===== src/rtl/core/chip8_ram.sv =====
// ----------------------------------------------------------------------------
// CHIP-8 simple dual-port RAM
// One write port and one read port, read data registered.
// ----------------------------------------------------------------------------
module chip8_ram #(
  parameter int Depth = 16,
  parameter int Width = 8
) (
  input  logic                     clk_i,
  input  logic                     we_i,
  input  logic [$clog2(Depth)-1:0] waddr_i,
  input  logic [Width-1:0]         wdata_i,
  input  logic [$clog2(Depth)-1:0] raddr_i,
  output logic [Width-1:0]         rdata_o
);

  logic [Width-1:0] mem [Depth];

  // Write port and registered read port.
  always_ff @(posedge clk_i) begin
    if (we_i) begin
      mem[waddr_i] <= wdata_i;
    end
    rdata_o <= mem[raddr_i];
  end

endmodule


===== config.mk =====
export PLATFORM = sky130hd
export DESIGN_NAME = chip8_ram
export DESIGN_NICKNAME = d
export VERILOG_FILES = /design/src/rtl/core/chip8_ram.sv
export SDC_FILE = /design/constraint.sdc
export NUM_CORES = 1
export LEC_CHECK = 0
export BUFFER_PORTS_ARGS = -buffer_cell sky130_fd_sc_hd__buf_2
export CAP_MARGIN = 20
export CORE_UTILIZATION = 65
export DETAILED_ROUTE_END_ITERATION = 16
export PLACE_DENSITY = 0.82
export SKIP_LAST_GASP = 1
export SYNTH_ARGS = -nofsm -noshare
export SYNTH_HDL_FRONTEND = slang
export SYNTH_SLANG_ARGS = --single-unit

===== constraint.sdc =====
create_clock -name clk_i -period 3.8 [get_ports clk_i]
set_input_delay 0.19 -clock clk_i [delete_from_list [all_inputs] [get_ports clk_i]]
set_output_delay 0.19 -clock clk_i [all_outputs]
set_load 0.1 [all_outputs]

==> flow_summary.json, run 1 <==
{
  "slew_viol_final": 0,
  "post_drt_wl_per_cell_um": 28.3,
  "ys_seq_area_share_pct": 77.8,
  "cts_setup_buffers": 0,
  "synth_edf_count": 128,
  "finClkSkew_ns": 0.00780,
  "ctsResizeCount": 0,
  "dp_slack_ns": 1.50,
  "startpoint_type": "input port",
  "firstDrtPassIters": 5,
  "synth_mux_area_share_pct": 15.0,
  "drt_iter0_drc": 338,
  "synthSimpleGateAreaFrac_pct": 3.18,
  "post-route-period-util_pct": 46.6,
  "synth_compound_area_share_pct": 2.33,
  "max_cap_viol_count": 0,
  "synth-seq-cells": 136,
  "finalSetupViolations": 0,
  "syn_nets": 247,
  "finalSetupTns_ns": 0,
  "grt_usage_pct": 28.9,
  "initial_core_util_pct": 67.0,
  "synth_xor_area_share_pct": 0,
  "clk_pin_slew_worst_paths_ns": 0.06,
  "grt_pass1_wl_mm": 15.9,
  "area_delta_synth_final_pct": 15.8,
  "peakVddDrop_uv": 414,
  "yosysWarnings": 0,
  "grt_max_degree": 33,
  "route.detailed.drc": 0,
  "status": "finished, final reports clean",
  "io_pins": 26,
  "r2r_cells": 3,
  "drt-total-wl_mm": 10.8,
  "max_freq_mhz": 565,
  "ys_types": 19,
  "synth.avg_cell_area_um2": 22.5,
  "die_y_um": 91.0,
  "ys_async_sr_fraction_pct": 0,
  "routed_via_density": 6.78,
  "synth.cell_area_mm2": 0.00515,
  "worstPathCellList": "buf_2 -> mux4_1 -> a22oi_1 -> nand2_1",
  "grt_overflow": 0,
  "rows": 32,
  "hold_buffers": 0,
  "gp_congestion": 0.784,
  "hold_path_depth": 1,
  "cts_htree_levels": 4,
  "p_per_area_mw_per_mm2": 602,
  "cp_slowest_cell": "buf_2",
  "rsz0062_at_grt": "false",
  "die_area_mm2": 0.00828,
  "leakagePower_nw": 2.00,
  "die_x_um": 91.0,
  "syn_inst": 229,
  "min_period_ns": 1.77,
  "drive_above_1_share_pct": 29.0,
  "path_class": "input port to register",
  "layout_setup_ws_ns": 2.03,
  "worstSetupEndpointType": "register",
  "cts_tree": "yes",
  "cts_made_buffers": 17,
  "antenna_found_initial": 0,
  "grt_pass1_vias": 2541,
  "synthAdderAreaFrac_pct": 0,
  "nNetsFinal": 284,
  "cts_buffer_depth": 2,
  "hpwl_mm": 6.10,
  "ant_nets": 0,
  "clock_sinks": 136,
  "critPathArrivalTime_ns": 2.15,
  "synth_flop_cell": "edfxtp_1",
  "hold_path_class": "input port to register",
  "worst-path-max-fanout": 32,
  "critPathMaxStageDelay_ns": 0.77,
  "cts_root_buf": "clkbuf_8",
  "clk_latency_ns": 0.53,
  "worstPathRequired_ns": 4.18,
  "synth_top_family_by_area": "multiplexers",
  "tightest_slew_ns": 1.06,
  "port_buffers": 25,
  "slew_headroom_pct": 29.1,
  "vias": 2583,
  "core_area_mm2": 0.00769,
  "hold_violations": 0,
  "n_antenna_cell": 0
}
-- synthesized netlist by cell type (all sizes together), types with 2 or more instances --
| library cell | n | share of area, % |
|---|---|---|
| a22oi | 16 | 2.3 |
| buf | 7 | 1.1 |
| clkdlybuf4s25 | 3 | 0.58 |
| dfxtp | 8 | 3.1 |
| edfxtp | 128 | 75 |
| mux4 | 32 | 15 |
| nand2 | 9 | 0.66 |
| nand2b | 2 | 0.24 |
| nand3b | 2 | 0.29 |
| nor2 | 13 | 0.95 |
| nor3 | 4 | 0.39 |
-- critical path, delay by kind of cell --
kind / cells / cell delay (ns)
compound gates: 1 / 0.38
buf+inv: 1 / 0.77
mux: 1 / 0.65
simple gates: 1 / 0.13
-- worst paths after layout --
path,startpoint,endpoint,slack [ns]
worst min-delay path,wdata_i[3],mem[12][3],0.05
worst max register to register,mem[10][4],rdata_o[4],2.27
worst max-delay path,raddr_i[0],rdata_o[4],2.03
worst min register to register,mem[12][1],rdata_o[1],0.67
-- flip-flops by register name, summed over array words and instances, names as in the netlist --
name and cells:
mem 128, rdata_o 8
-- routing by layer --
layer | track usage, % | part of all wire [%] | vias to the layer above | wire (µm)
li1 | - | - | 1049 | -
met1 | 40.3 | 41 | 1352 | 4460
met2 | 42.5 | 48 | 153 | 5180
met3 | 8.79 | 7.7 | 29 | 828
met4 | 14.6 | 2.9 | 0 | 318
met5 | 0 | 0 | - | 0
-- power by group --
group / internal, mW / switching, mW
registers: 1.68 / 0.0135
clock network: 1.04 / 0.636
logic: 0.0605 / 0.161
total: 2.78 / 0.811
-- cell type report --
type	instances	area, µm²
fill	396	1730
clock inverter	13	169
timing repair buffer	28	151
clock buffer	19	442
sequential	136	4000
tap	102	128
multi-input combinational	83	1070
-- cells in the final DEF (no fill, tap or decap) --
cell	Yosys	final
clkbuf_16	0	16
and2b_1	1	1
mux4_2	18	18
clkbuf_8	0	3
dfxtp_1	8	8
clkinv_4	0	2
nor3_2	0	2
nor3_1	4	2
clkinvlp_4	0	4
edfxtp_1	128	128
nor2b_1	1	1
inv_6	0	3
and2_1	1	1
nand2_1	9	9
buf_4	1	2
nor2_1	13	13
nand2b_1	2	2
nand3b_1	2	2
bufinv_16	0	3
buf_2	3	25
mux4_1	14	14
or3b_2	1	1
a22oi_1	16	16
nand3_1	1	1
clkinv_2	0	1
buf_6	3	1
-- stage by stage --
step                      power (mW)  instance area (µm²)  std cells  util, %  hold slack (ns)
after floorplan                 1.87                 5150        229        -            0.289
after global placement          1.93                 5330        347     69.4            0.572
after detailed placement        1.94                 5340        348     69.4            0.589
after CTS                       3.60                 5950        380     77.4           0.0294
after global routing            3.66                 5960        381     77.5           0.0356
final                           3.59                 5960        381     77.5           0.0494
-- cell families (layout without fill, tap and decap cells) --
| kind of cell | count (synthesis) | after routing |
|---|---|---|
| multiplexers | 32 | 32 |
| AND/OR/NAND/NOR | 35 | 35 |
| flip-flops | 136 | 136 |
| buffers and inverters | 10 | 60 |
| AO/OA/AOI/OAI | 16 | 16 |
Note: power is estimated with default switching activity, not from simulation.
==> inputs of run 2 (changes only) <==
--- a/config.mk
+++ b/config.mk
@@ -7,9 +7,9 @@
 export LEC_CHECK = 0
 export BUFFER_PORTS_ARGS = -buffer_cell sky130_fd_sc_hd__buf_2
 export CAP_MARGIN = 20
-export CORE_UTILIZATION = 65
+export CORE_UTILIZATION = 54
 export DETAILED_ROUTE_END_ITERATION = 16
-export PLACE_DENSITY = 0.82
+export PLACE_DENSITY = 0.72
 export SKIP_LAST_GASP = 1
 export SYNTH_ARGS = -nofsm -noshare
 export SYNTH_HDL_FRONTEND = slang
==> constraint.sdc (replaced) <==
create_clock -name clk_i -period 1.51 [get_ports clk_i]
set_input_delay 0.0755 -clock clk_i [delete_from_list [all_inputs] [get_ports clk_i]]
set_output_delay 0.0755 -clock clk_i [all_outputs]
set_load 0.1 [all_outputs]
==> run 2 against run 1 <==
  * Count of clock-buffer cells in the layout increased by 4
  * Clock skew decreased by 0.0011 ns
  * Die area increased by 20%
  * Combinational power increased to 2.7 times the previous value
  * Critical path type is now register to output pin
==> flow_summary.json, run 2 (synthesis gave the netlist of run 1 again) <==
{
  "status": "finished, final reports clean",
  "route.detailed.drc": 0,
  "slew_viol_final": 0,
  "grt_max_degree": 33,
  "max_cap_viol_count": 0,
  "cts_root_buf": "clkbuf_8",
  "gp_congestion": 0.755,
  "vias": 2494,
  "post_drt_wl_per_cell_um": 21.4,
  "dp_slack_ns": 0.0272,
  "rows": 35,
  "worst-path-max-fanout": 1,
  "regMostFlops": "mem",
  "finalSetupTns_ns": 0,
  "drt-total-wl_mm": 9.34,
  "cp_slowest_cell": "buf_2",
  "multi_input_area_mm2": 0.00106,
  "hold_path_class": "input port to register",
  "ctsResizeCount": 0,
  "layout_commonest_cell": "edfxtp_1",
  "antenna_found_initial": 0,
  "die_area_mm2": 0.00993,
  "tightest_slew_ns": 0.497,
  "max_freq_mhz": 700,
  "finClkSkew_ns": 0.00675,
  "critPathMaxStageDelay_ns": 0.45,
  "clock_sinks": 136,
  "finalSetupViolations": 0,
  "crit_buf_inv": 1,
  "grt_pass1_wl_mm": 14.4,
  "hpwl_mm": 5.80,
  "grt_overflow": 0,
  "crit_family": "buffers and inverters",
  "nNetsFinal": 313,
  "startpoint_type": "register",
  "io_pins": 26,
  "num-fill-cells": 590,
  "rsz0062_at_grt": "false",
  "path_class": "register to output pin",
  "worstSetupEndpointType": "output pin",
  "largest_reg_flops": 128,
  "grt_usage_pct": 21.2,
  "area_delta_synth_final_pct": 21.1,
  "firstDrtPassIters": 4,
  "die_x_um": 99.6,
  "clk_pin_slew_worst_paths_ns": 0.06,
  "initial_core_util_pct": 55.7,
  "core_area_mm2": 0.00924,
  "n_antenna_cell": 0,
  "layout_setup_ws_ns": 0.0818,
  "ant_nets": 0,
  "routed_via_density": 5.71,
  "final_cell_mix": "edfxtp_1 (128), buf_2 (25), buf_4 (21)",
  "critPathArrivalTime_ns": 1.35,
  "cts_buffer_depth": 2,
  "post-route-period-util_pct": 94.6,
  "slew_headroom_pct": 67.1,
  "cts_tree": "yes",
  "hold_violations": 0,
  "grt_pass1_vias": 2476,
  "p_per_area_mw_per_mm2": 1430,
  "cts_made_buffers": 17,
  "regArea_mm2": 0.00400,
  "drt_iter0_drc": 157,
  "reg_top3": "mem (128), rdata_o (8)",
  "drive_above_1_share_pct": 30.2,
  "clk_latency_ns": 0.52,
  "worstPathRequired_ns": 1.43,
  "die_y_um": 99.6,
  "leakagePower_nw": 2.15,
  "port_buffers": 25,
  "finalCoreUtilization_pct": 67.5,
  "min_period_ns": 1.43,
  "worstPathCellList": "buf_2",
  "peakVddDrop_uv": 1090,
  "cts_htree_levels": 4
}
## run 2: path summary, 6_finish.rpt
check                             endpoint  depth (start not counted)  slack (ns)       start
worst max register to register  rdata_o[1]                          3        0.15   mem[9][1]
worst min-delay path             mem[0][2]                          3        0.13  waddr_i[0]
worst min register to register  rdata_o[3]                          3        0.67  mem[13][3]
worst max-delay path            rdata_o[1]                          1        0.08  rdata_o[1]
## run 2: metrics by stage
step	std cells	area, µm²	hold WS (ns)	total power [mW]
finish	437	6240	0.132	8.93
global route	437	6240	0.130	9.16
CTS	437	6240	0.108	8.98
detailed placement	397	5570	0.475	4.90
global placement	397	5570	0.460	4.89
floorplan	229	5150	0.174	4.72
## run 2: worst reg2reg max path, stage by stage (launching register included)
cell and delay (ns):
edfxtp_1 0.35, mux4_1 0.51, a22oi_1 0.26, nand2_1 0.11
## run 2: cell type report
class	instances	share of cell area, %
repair buffers	57	6.78
multi-input cells	83	17.0
clock buffers	23	7.00
flip-flops and latches	136	64.2
well taps	129	2.59
clock inverters	9	2.39
## run 2: timing repair
action                                 4_1_cts  5_1_grt
hold buffers                                 8        0
setup buffers                                0        0
endpoints found under the hold margin      128        0
## run 2: metal layers
layer | vias to the layer above | track usage, % | routed length (µm) | share of wire (%)
met5 | - | 0 | 0 | 0
met4 | 0 | 9.84 | 168 | 1.8
met3 | 12 | 4.36 | 612 | 6.6
met2 | 88 | 33.7 | 4790 | 51
met1 | 1289 | 28.7 | 3770 | 40
li1 | 1105 | - | - | -
## run 2: power by group
group / internal [mW] / switching (mW)
logic: 0.193 / 0.403
registers: 4.22 / 0.0240
clock network: 2.67 / 1.42
total: 7.08 / 1.85
